===== src/rtl/mrd_pkg.sv =====
package mrd_pkg;

   localparam int MONTHS_PER_YEAR = 12;
   localparam int DAYS_PER_WEEK = 7;
   localparam int YEAR_MIN = 1;
   localparam int YEAR_MAX = 9999;

   // Bias that keeps the month sum non-negative, a whole number of years.
   localparam int YEAR_BIAS = 171;
   localparam int MONTH_BIAS = MONTHS_PER_YEAR * YEAR_BIAS;

   // Reciprocal constants for division by a constant.
   localparam int DIV100_MUL = 5243;
   localparam int DIV100_SHIFT = 19;
   localparam int DIV12_MUL = 5462;
   localparam int DIV12_SHIFT = 16;
   localparam int DIV7_MUL = 18725;
   localparam int DIV7_SHIFT = 17;
   localparam int DIV7_SMALL_MUL = 37;
   localparam int DIV7_SMALL_SHIFT = 8;

   typedef enum logic [1:0] {
      MODE_KEEP_DAY   = 2'd0,
      MODE_FROM_END   = 2'd1,
      MODE_WEEK_START = 2'd2,
      MODE_WEEK_END   = 2'd3
   } mrd_mode_type;

   typedef struct packed {
      logic first;
      logic second;
   } mrd_load_type;

   typedef struct packed {
      mrd_mode_type mode;
      logic [4:0]   day;
      logic [4:0]   dim_in;
      logic         in_ok;
      logic [13:0]  year_t;
      logic [3:0]   month_t;
      logic         year_t_ok;
      logic [13:0]  year_t_wd;
      logic [14:0]  sum_src;
   } mrd_front_type;

   typedef struct packed {
      mrd_mode_type mode;
      logic [4:0]   day;
      logic [4:0]   dim_in;
      logic         in_ok;
      logic [13:0]  year_t;
      logic [3:0]   month_t;
      logic         year_t_ok;
      logic [4:0]   dim_out;
      logic [2:0]   res_src;
      logic [14:0]  sum_t;
   } mrd_target_type;

   function automatic logic [4:0] days_in_month(logic leap, logic [3:0] month);
      logic [4:0] len;
      unique case (month)
         4'd2:                      len = leap ? 5'd29 : 5'd28;
         4'd4, 4'd6, 4'd9, 4'd11:   len = 5'd30;
         default:                   len = 5'd31;
      endcase
      return len;
   endfunction

   function automatic logic [2:0] wd_offset(logic [3:0] month);
      logic [2:0] ofs;
      unique case (month)
         4'd2, 4'd6:   ofs = 3'd3;
         4'd3, 4'd11:  ofs = 3'd2;
         4'd4, 4'd7:   ofs = 3'd5;
         4'd8:         ofs = 3'd1;
         4'd9, 4'd12:  ofs = 3'd4;
         4'd10:        ofs = 3'd6;
         default:      ofs = 3'd0;
      endcase
      return ofs;
   endfunction

   function automatic logic [7:0] div100(logic [13:0] x);
      logic [26:0] prod;
      prod = 27'(x) * 27'(DIV100_MUL);
      return 8'(prod >> DIV100_SHIFT);
   endfunction

   function automatic logic is_leap(logic [13:0] year, logic [7:0] q100);
      logic century;
      century = (year == 14'(q100 * 100));
      return century ? (q100[1:0] == 2'b00) : (year[1:0] == 2'b00);
   endfunction

   function automatic logic [2:0] mod7(logic [14:0] x);
      logic [31:0] prod;
      logic [14:0] quo;
      prod = 32'(x) * 32'(DIV7_MUL);
      quo = 15'(prod >> DIV7_SHIFT);
      return 3'(x - 15'(quo * DAYS_PER_WEEK));
   endfunction

   function automatic logic [3:0] div7_small(logic [5:0] x);
      logic [11:0] prod;
      prod = 12'(x) * 12'(DIV7_SMALL_MUL);
      return 4'(prod >> DIV7_SMALL_SHIFT);
   endfunction

   // Weekday sum without the day term; the year is already moved back for
   // January and February.
   function automatic logic [14:0] weekday_sum(logic [13:0] year_wd, logic [7:0] q100_wd,
                                               logic [3:0] month);
      return 15'(year_wd) + 15'(year_wd >> 2) - 15'(q100_wd) + 15'(q100_wd >> 2)
             + 15'(wd_offset(month));
   endfunction

endpackage


===== src/rtl/monthly_recurrence_date.sv =====
// Monthly recurrence date calculator.
// A request transaction carries a source date, a signed month offset and a
// placement mode; each request yields exactly one response transaction with
// the target year, month, raw day and a flag that marks a valid result.
// Both channels use valid and ready.
// The datapath is a six-stage pipeline: a request accepted at one clock edge
// moves through the front, target and place stages to the response channel.
// One request is accepted in every cycle unless the pipeline is full and
// stalled; the stages hold one transaction each, so up to six are in
// flight.
// When the receiver stalls, the response stays on the outputs unchanged and
// the stages behind it keep filling until every stage holds a transaction;
// only then does req_ready drop. Empty stages never hold traffic back.
// A synchronous reset empties the pipeline: no response is offered in the
// cycle after reset, and requests are taken again right away.
module monthly_recurrence_date import mrd_pkg::*; (
   input  logic               clock,
   input  logic               reset,
   input  logic               req_valid,
   output logic               req_ready,
   input  logic [1:0]         req_mode,
   input  logic [13:0]        req_year_in,
   input  logic [3:0]         req_month_in,
   input  logic [4:0]         req_day_in,
   input  logic signed [11:0] req_month_offset,
   output logic               rsp_valid,
   input  logic               rsp_ready,
   output logic [13:0]        rsp_year_out,
   output logic [3:0]         rsp_month_out,
   output logic signed [6:0]  rsp_day_out,
   output logic               rsp_valid_res
);

   logic [5:0] stage_valid_ff, stage_valid_in;
   logic [5:0] advance;

   mrd_load_type   front_load, target_load, place_load;
   mrd_front_type  front;
   mrd_target_type target;

   always_comb begin
      advance[5] = !stage_valid_ff[5] || rsp_ready;
      advance[4] = !stage_valid_ff[4] || advance[5];
      advance[3] = !stage_valid_ff[3] || advance[4];
      advance[2] = !stage_valid_ff[2] || advance[3];
      advance[1] = !stage_valid_ff[1] || advance[2];
      advance[0] = !stage_valid_ff[0] || advance[1];

      stage_valid_in[0] = advance[0] ? req_valid : stage_valid_ff[0];
      stage_valid_in[1] = advance[1] ? stage_valid_ff[0] : stage_valid_ff[1];
      stage_valid_in[2] = advance[2] ? stage_valid_ff[1] : stage_valid_ff[2];
      stage_valid_in[3] = advance[3] ? stage_valid_ff[2] : stage_valid_ff[3];
      stage_valid_in[4] = advance[4] ? stage_valid_ff[3] : stage_valid_ff[4];
      stage_valid_in[5] = advance[5] ? stage_valid_ff[4] : stage_valid_ff[5];

      front_load.first = advance[0];
      front_load.second = advance[1];
      target_load.first = advance[2];
      target_load.second = advance[3];
      place_load.first = advance[4];
      place_load.second = advance[5];
   end

   always_ff @(posedge clock) begin
      if (reset) begin
         stage_valid_ff <= '0;
      end else begin
         stage_valid_ff <= stage_valid_in;
      end
   end

   assign req_ready = advance[0];
   assign rsp_valid = stage_valid_ff[5];

   mrd_front u_front (
      .clock        (clock),
      .load         (front_load),
      .mode         (req_mode),
      .year_in      (req_year_in),
      .month_in     (req_month_in),
      .day_in       (req_day_in),
      .month_offset (req_month_offset),
      .front        (front)
   );

   mrd_target u_target (
      .clock  (clock),
      .load   (target_load),
      .front  (front),
      .target (target)
   );

   mrd_place u_place (
      .clock     (clock),
      .load      (place_load),
      .target    (target),
      .year_out  (rsp_year_out),
      .month_out (rsp_month_out),
      .day_out   (rsp_day_out),
      .valid_res (rsp_valid_res)
   );

endmodule


===== src/rtl/mrd_front.sv =====
module mrd_front import mrd_pkg::*; (
   input  logic                clock,
   input  mrd_load_type        load,
   input  logic [1:0]          mode,
   input  logic [13:0]         year_in,
   input  logic [3:0]          month_in,
   input  logic [4:0]          day_in,
   input  logic signed [11:0]  month_offset,
   output mrd_front_type       front
);

   typedef struct packed {
      mrd_mode_type mode;
      logic [13:0]  year;
      logic [3:0]   month;
      logic [4:0]   day;
      logic [13:0]  year_wd;
      logic [7:0]   q100;
      logic [7:0]   q100_wd;
      logic [12:0]  month_sum;
      logic [8:0]   month_quo;
   } front_s1_type;

   front_s1_type  s1_ff, s1_in;
   mrd_front_type s2_ff, s2_in;

   logic [12:0] month_sum_wide;
   logic [25:0] month_prod;
   logic [15:0] year_t_wide;
   logic [3:0]  month_rem;

   always_comb begin
      month_sum_wide = 13'(month_in) + 13'(month_offset) + 13'(MONTH_BIAS - 1);
      month_prod = 26'(month_sum_wide) * 26'(DIV12_MUL);

      s1_in.mode = mrd_mode_type'(mode);
      s1_in.year = year_in;
      s1_in.month = month_in;
      s1_in.day = day_in;
      s1_in.year_wd = year_in - 14'(month_in < 4'd3);
      s1_in.q100 = div100(year_in);
      s1_in.q100_wd = div100(s1_in.year_wd);
      s1_in.month_sum = month_sum_wide;
      s1_in.month_quo = 9'(month_prod >> DIV12_SHIFT);
   end

   always_comb begin
      month_rem = 4'(s1_ff.month_sum - 13'(s1_ff.month_quo * MONTHS_PER_YEAR));
      year_t_wide = 16'(s1_ff.year) + 16'(s1_ff.month_quo) - 16'(YEAR_BIAS);

      s2_in.mode = s1_ff.mode;
      s2_in.day = s1_ff.day;
      s2_in.dim_in = days_in_month(is_leap(s1_ff.year, s1_ff.q100), s1_ff.month);
      s2_in.in_ok = (s1_ff.year >= 14'(YEAR_MIN)) && (s1_ff.year <= 14'(YEAR_MAX))
                    && (s1_ff.month >= 4'd1) && (s1_ff.month <= 4'(MONTHS_PER_YEAR))
                    && (s1_ff.day >= 5'd1) && (s1_ff.day <= s2_in.dim_in);
      s2_in.month_t = month_rem + 4'd1;
      s2_in.year_t = year_t_wide[13:0];
      s2_in.year_t_ok = ($signed(year_t_wide) >= 16'sd1)
                        && ($signed(year_t_wide) <= $signed(16'(YEAR_MAX)));
      s2_in.year_t_wd = year_t_wide[13:0] - 14'(s2_in.month_t < 4'd3);
      s2_in.sum_src = weekday_sum(s1_ff.year_wd, s1_ff.q100_wd, s1_ff.month)
                      + 15'(s1_ff.day);
   end

   always_ff @(posedge clock) begin
      if (load.first) begin
         s1_ff <= s1_in;
      end
      if (load.second) begin
         s2_ff <= s2_in;
      end
   end

   assign front = s2_ff;

endmodule


===== src/rtl/mrd_target.sv =====
module mrd_target import mrd_pkg::*; (
   input  logic           clock,
   input  mrd_load_type   load,
   input  mrd_front_type  front,
   output mrd_target_type target
);

   typedef struct packed {
      mrd_mode_type mode;
      logic [4:0]   day;
      logic [4:0]   dim_in;
      logic         in_ok;
      logic [13:0]  year_t;
      logic [3:0]   month_t;
      logic         year_t_ok;
      logic [13:0]  year_t_wd;
      logic [7:0]   q100_t;
      logic [7:0]   q100_t_wd;
      logic [2:0]   res_src;
   } target_s3_type;

   target_s3_type  s3_ff, s3_in;
   mrd_target_type s4_ff, s4_in;

   always_comb begin
      s3_in.mode = front.mode;
      s3_in.day = front.day;
      s3_in.dim_in = front.dim_in;
      s3_in.in_ok = front.in_ok;
      s3_in.year_t = front.year_t;
      s3_in.month_t = front.month_t;
      s3_in.year_t_ok = front.year_t_ok;
      s3_in.year_t_wd = front.year_t_wd;
      s3_in.q100_t = div100(front.year_t);
      s3_in.q100_t_wd = div100(front.year_t_wd);
      s3_in.res_src = mod7(front.sum_src);
   end

   always_comb begin
      s4_in.mode = s3_ff.mode;
      s4_in.day = s3_ff.day;
      s4_in.dim_in = s3_ff.dim_in;
      s4_in.in_ok = s3_ff.in_ok;
      s4_in.year_t = s3_ff.year_t;
      s4_in.month_t = s3_ff.month_t;
      s4_in.year_t_ok = s3_ff.year_t_ok;
      s4_in.dim_out = days_in_month(is_leap(s3_ff.year_t, s3_ff.q100_t), s3_ff.month_t);
      s4_in.res_src = s3_ff.res_src;
      s4_in.sum_t = weekday_sum(s3_ff.year_t_wd, s3_ff.q100_t_wd, s3_ff.month_t);
   end

   always_ff @(posedge clock) begin
      if (load.first) begin
         s3_ff <= s3_in;
      end
      if (load.second) begin
         s4_ff <= s4_in;
      end
   end

   assign target = s4_ff;

endmodule


===== src/rtl/mrd_place.sv =====
module mrd_place import mrd_pkg::*; (
   input  logic               clock,
   input  mrd_load_type       load,
   input  mrd_target_type     target,
   output logic [13:0]        year_out,
   output logic [3:0]         month_out,
   output logic signed [6:0]  day_out,
   output logic               valid_res
);

   typedef struct packed {
      mrd_mode_type mode;
      logic [4:0]   day;
      logic [4:0]   dim_in;
      logic         in_ok;
      logic [13:0]  year_t;
      logic [3:0]   month_t;
      logic         year_t_ok;
      logic [4:0]   dim_out;
      logic [2:0]   res_src;
      logic [2:0]   res_base;
      logic [3:0]   week_start;
      logic [3:0]   week_end;
   } place_s5_type;

   place_s5_type s5_ff, s5_in;

   logic [13:0] year_ff, year_in;
   logic [3:0]  month_ff, month_in;
   logic [6:0]  day_ff, day_in;
   logic        valid_ff, valid_in;

   logic [2:0] res_first;
   logic [5:0] end_sum;
   logic [2:0] res_last;
   logic [2:0] shift_start;
   logic [2:0] back_end;
   logic [7:0] day_raw;
   logic       day_ok;

   always_comb begin
      s5_in.mode = target.mode;
      s5_in.day = target.day;
      s5_in.dim_in = target.dim_in;
      s5_in.in_ok = target.in_ok;
      s5_in.year_t = target.year_t;
      s5_in.month_t = target.month_t;
      s5_in.year_t_ok = target.year_t_ok;
      s5_in.dim_out = target.dim_out;
      s5_in.res_src = target.res_src;
      s5_in.res_base = mod7(target.sum_t);
      s5_in.week_start = div7_small(6'(target.day) - 6'd1);
      s5_in.week_end = div7_small(6'(target.dim_in) - 6'(target.day));
   end

   always_comb begin
      res_first = (s5_ff.res_base == 3'(DAYS_PER_WEEK - 1)) ? 3'd0 : s5_ff.res_base + 3'd1;
      end_sum = 6'(s5_ff.res_base) + 6'(s5_ff.dim_out);
      res_last = 3'(end_sum - 6'(div7_small(end_sum) * DAYS_PER_WEEK));

      shift_start = (s5_ff.res_src >= res_first)
                    ? s5_ff.res_src - res_first
                    : 3'(4'(s5_ff.res_src) + 4'(DAYS_PER_WEEK) - 4'(res_first));
      back_end = (res_last >= s5_ff.res_src)
                 ? res_last - s5_ff.res_src
                 : 3'(4'(res_last) + 4'(DAYS_PER_WEEK) - 4'(s5_ff.res_src));

      unique case (s5_ff.mode)
         MODE_KEEP_DAY: begin
            day_raw = 8'(s5_ff.day);
         end
         MODE_FROM_END: begin
            day_raw = 8'(s5_ff.dim_out) - 8'(s5_ff.dim_in) + 8'(s5_ff.day);
         end
         MODE_WEEK_START: begin
            day_raw = 8'd1 + 8'(shift_start) + 8'(s5_ff.week_start * DAYS_PER_WEEK);
         end
         MODE_WEEK_END: begin
            day_raw = 8'(s5_ff.dim_out) - 8'(back_end)
                      - 8'(s5_ff.week_end * DAYS_PER_WEEK);
         end
      endcase

      day_ok = ($signed(day_raw) >= 8'sd1) && ($signed(day_raw) <= $signed(8'(s5_ff.dim_out)));

      priority if (!s5_ff.in_ok) begin
         year_in = '0;
         month_in = 4'd1;
         day_in = '0;
         valid_in = 1'b0;
      end else if (!s5_ff.year_t_ok) begin
         year_in = '0;
         month_in = s5_ff.month_t;
         day_in = '0;
         valid_in = 1'b0;
      end else begin
         year_in = s5_ff.year_t;
         month_in = s5_ff.month_t;
         day_in = day_raw[6:0];
         valid_in = day_ok;
      end
   end

   always_ff @(posedge clock) begin
      if (load.first) begin
         s5_ff <= s5_in;
      end
      if (load.second) begin
         year_ff <= year_in;
         month_ff <= month_in;
         day_ff <= day_in;
         valid_ff <= valid_in;
      end
   end

   assign year_out = year_ff;
   assign month_out = month_ff;
   assign day_out = $signed(day_ff);
   assign valid_res = valid_ff;

endmodule


===== config.mk =====
export PLATFORM = sky130hd
export DESIGN_NAME = monthly_recurrence_date
export DESIGN_NICKNAME = d
export VERILOG_FILES = /design/src/rtl/mrd_pkg.sv /design/src/rtl/monthly_recurrence_date.sv /design/src/rtl/mrd_front.sv /design/src/rtl/mrd_target.sv /design/src/rtl/mrd_place.sv
export SDC_FILE = /design/constraint.sdc
export NUM_CORES = 2
export LEC_CHECK = 0
export ABC_AREA = 1
export BUFFER_PORTS_ARGS = -buffer_cell sky130_fd_sc_hd__buf_4
export CORE_ASPECT_RATIO = 0.7
export CORE_MARGIN = 10
export CORE_UTILIZATION = 60
export CTS_CLUSTER_DIAMETER = 120
export DETAILED_ROUTE_END_ITERATION = 6
export PLACE_DENSITY_LB_ADDON = 0.2
export SLEW_MARGIN = 25
export SYNTH_ARGS = -nofsm -noshare
export SYNTH_HDL_FRONTEND = slang
export SYNTH_HIERARCHICAL = 1
export SYNTH_SLANG_ARGS = --single-unit

===== constraint.sdc =====
create_clock -name clock -period 13.5 [get_ports clock]
set_input_delay 2.025 -clock clock [delete_from_list [all_inputs] [get_ports clock]]
set_output_delay 2.025 -clock clock [all_outputs]
set_load 0.1 [all_outputs]

==> reports/metrics.cfg <==
[job]
timing.max_cap.violations=0

[timing]
skew_ns=0.0135
slew_headroom_pct=35.2
fin_crit_ns=9.41
final_max_slew_viol_count=0
clock.fmax_mhz=106
setup_viol=0
hold_viol=0
rsz0062_at_grt=false
hold_ws_ns=0.409
fin_tns_setup_ns=0
worst_pin_slew_ns=0.971
timing.final.crit_share_pct=69.7

[cts]
cts_tree=built
clock-root-buffer=clkbuf_16
htreeDepth=2
cts_buffers=39
path_clk_slew_ns=0.07
clk_path_buf_depth=3
cts-hold-fix-buffers=0
cts_sinks=332
insertion_delay_ns=0.56
post_cts_buffers=0
cts_repair_resize_count=0

[placement]
place_hpwl_um=82000
io_buffer_count=68
gp_congestion=0.956
dpl_cell_area_um2=45900

[die]
die_h_um=247
start_util_pct=60.4
core_area_um2=73100
die_w_um=344
ios=69
fp-row-count=83
dieArea_um2=85100

[final_layout]
area_growth_pct=6.88
drive_gt1_share_pct=4.23
nets=6309
antenna_cells=0
fin_area_um2=47200
layout.filler_cells=5995

[global_routing]
grt.total_usage_pct=22.9
antenna_found_initial=1
overflow=0
grt_pass1_wl_um=158000
grt_max_degree=73
grt_pass1_vias=31000

[detailed_routing]
drt.antenna.violating_nets=0
drt-total-wl_um=95200
avgRoutedWirePerCell_um=16.0
vias=31300
drc_errors=0
drt_iter0_markers=2260
routed_via_density=5.28
dr.pass1.iters=5

[hold_path]
min-delay-start=u_target/target[16]
hold_depth=0
holdPathEnd=u_place/s5_ff[12]
hold_class=reg -> reg

[synth]
ys.flop_type=edfxtp_1
synth_common_cells=1310 x inv_1, 914 x ha_1, 638 x nand2_1
synth_most_common_cell=inv_1
ys_seq_area_share_pct=22.3
synth-seq-cells=332
synth.area.top_cells=ha_1 26%, edfxtp_1 22%, fa_1 19%
async_reset_ff_share_pct=0
syn-cell-area_um2=44200
postSynthAreaPerCell_um2=9.16
ys_warn_count=6
synthCells=4823
synth_top_area_share_pct=25.9
synth_edf_count=320
synthDistinctLibCells=58
synth_area_leader_cell=ha_1

[setup_path]
worstSetupPathType=reg -> reg
r2r_end=u_place/valid_res
path_max_fanout=7
rrSetupSlack_ns=4.09
reg2reg_depth=50
timing.rr.start=u_place/s5_ff[15]
worst_path_max_delay_cell=edfxtp_1
crit_path_end_kind=register
crit_arrival_ns=9.83
crit_path_start_kind=register
crit_path_frequent_cell=nand2_1
critical_path_required_ns=13.91
critPathMaxStageDelay_ns=0.56

[status]
status=completed

==> worst max-delay path: cells and delay by family (launching register included) <==
family	cells	cell delay, ns
XOR/XNOR	5	0.83
adder cells (fa/ha/maj)	11	3.85
AND/OR/NAND/NOR	23	2.41
flip-flops	1	0.56
multiplexers	1	0.27
buffers and inverters	4	0.24
AO/OA/AOI/OAI	6	1.12
==> logic make-up after synthesis <==
group	Yosys count	share of synthesized area, %
AO/OA/AOI/OAI	419	5.46
XOR/XNOR	172	3.46
adder cells (fa/ha/maj)	1337	45.0
buffers and inverters	1324	11.3
flip-flops	332	22.3
multiplexers	2	0.0481
other	2	0.0170
AND/OR/NAND/NOR	1235	12.4
==> flip-flops by register name, summed over array words and instances, names as in the netlist, named ones only <==
| register | count |
|---|---|
| u_place/month_out | 4 |
| u_target/target | 52 |
| u_place/year_out | 14 |
| u_place/valid_res | 1 |
| u_target/s3_ff | 65 |
| u_front/s1_ff | 68 |
| stage_valid_ff | 6 |
| u_front/front | 58 |
| u_place/day_out | 7 |
| u_place/s5_ff | 51 |
==> per-layer routing <==
metal | GRT usage, % | wire, um
met3 | 3.30 | 6490
met4 | 4.17 | 1420
met2 | 34.3 | 39900
met5 | 0 | 0
met1 | 35.1 | 47400
==> worst max-delay path by stage <==
stage	startpoint	end	slack [ns]	depth (start not counted)
2_1_floorplan	u_place/s5_ff[15]	u_place/valid_res	5.02	47
3_3_place_gp	u_place/s5_ff[15]	u_place/valid_res	4.33	48
3_5_place_dp	u_place/s5_ff[15]	u_place/valid_res	4.12	50
4_1_cts	u_place/s5_ff[15]	u_place/valid_res	4.10	50
5_1_grt	u_place/s5_ff[15]	u_place/valid_res	3.18	51
6_report	u_place/s5_ff[15]	u_place/valid_res	4.09	50
==> cell type report <==
type	instances	area, um2	share of cell area, %
Clock buffer	45	1040	2.20
Clock inverter	26	241	0.511
Inverter	1315	4940	10.5
Multi-Input combinational cell	3171	29400	62.2
Sequential cell	332	9850	20.9
Tap cell	977	1220	2.59
Timing Repair Buffer	72	541	1.14
==> metrics by stage <==
stage	std cells	worst slack [ns]	util [%]
3_3_place_gp	5867	4.33	62.8
6_report	5938	4.09	64.6
5_1_grt	5938	3.18	64.6
4_1_cts	5938	4.10	64.6
2_1_floorplan	4827	5.02	-
3_5_place_dp	5867	4.12	62.8
==> cell usage in the layout, fill, tap and decap left out, drive strengths merged, types with 2 or more instances in the layout <==
master | netlist | routed
o211ai | 6 | 6
nor4 | 17 | 17
bufinv | 0 | 3
o21ai | 115 | 115
or2 | 19 | 19
o221ai | 2 | 2
clkinvlp | 0 | 3
nand2 | 652 | 652
and2 | 3 | 3
a31oi | 16 | 16
clkinv | 0 | 16
edfxtp | 320 | 320
inv | 1315 | 1319
conb | 2 | 6
nand3b | 13 | 13
dfxtp | 12 | 12
o21a | 10 | 10
nor2 | 209 | 209
clkbuf | 2 | 45
a21o | 25 | 25
a21oi | 192 | 192
o21bai | 17 | 17
o2111ai | 4 | 4
fa | 423 | 423
xor2 | 122 | 122
xnor2 | 50 | 50
o31ai | 10 | 10
nand3 | 192 | 192
a21boi | 2 | 2
nor3 | 50 | 50
ha | 914 | 914
nand4 | 79 | 79
a221oi | 6 | 6
a211oi | 11 | 11
buf | 7 | 72
Power is left out: the tool's default activity adds up to more than one toggle a clock period on the data nets, which glitch-free logic cannot reach.
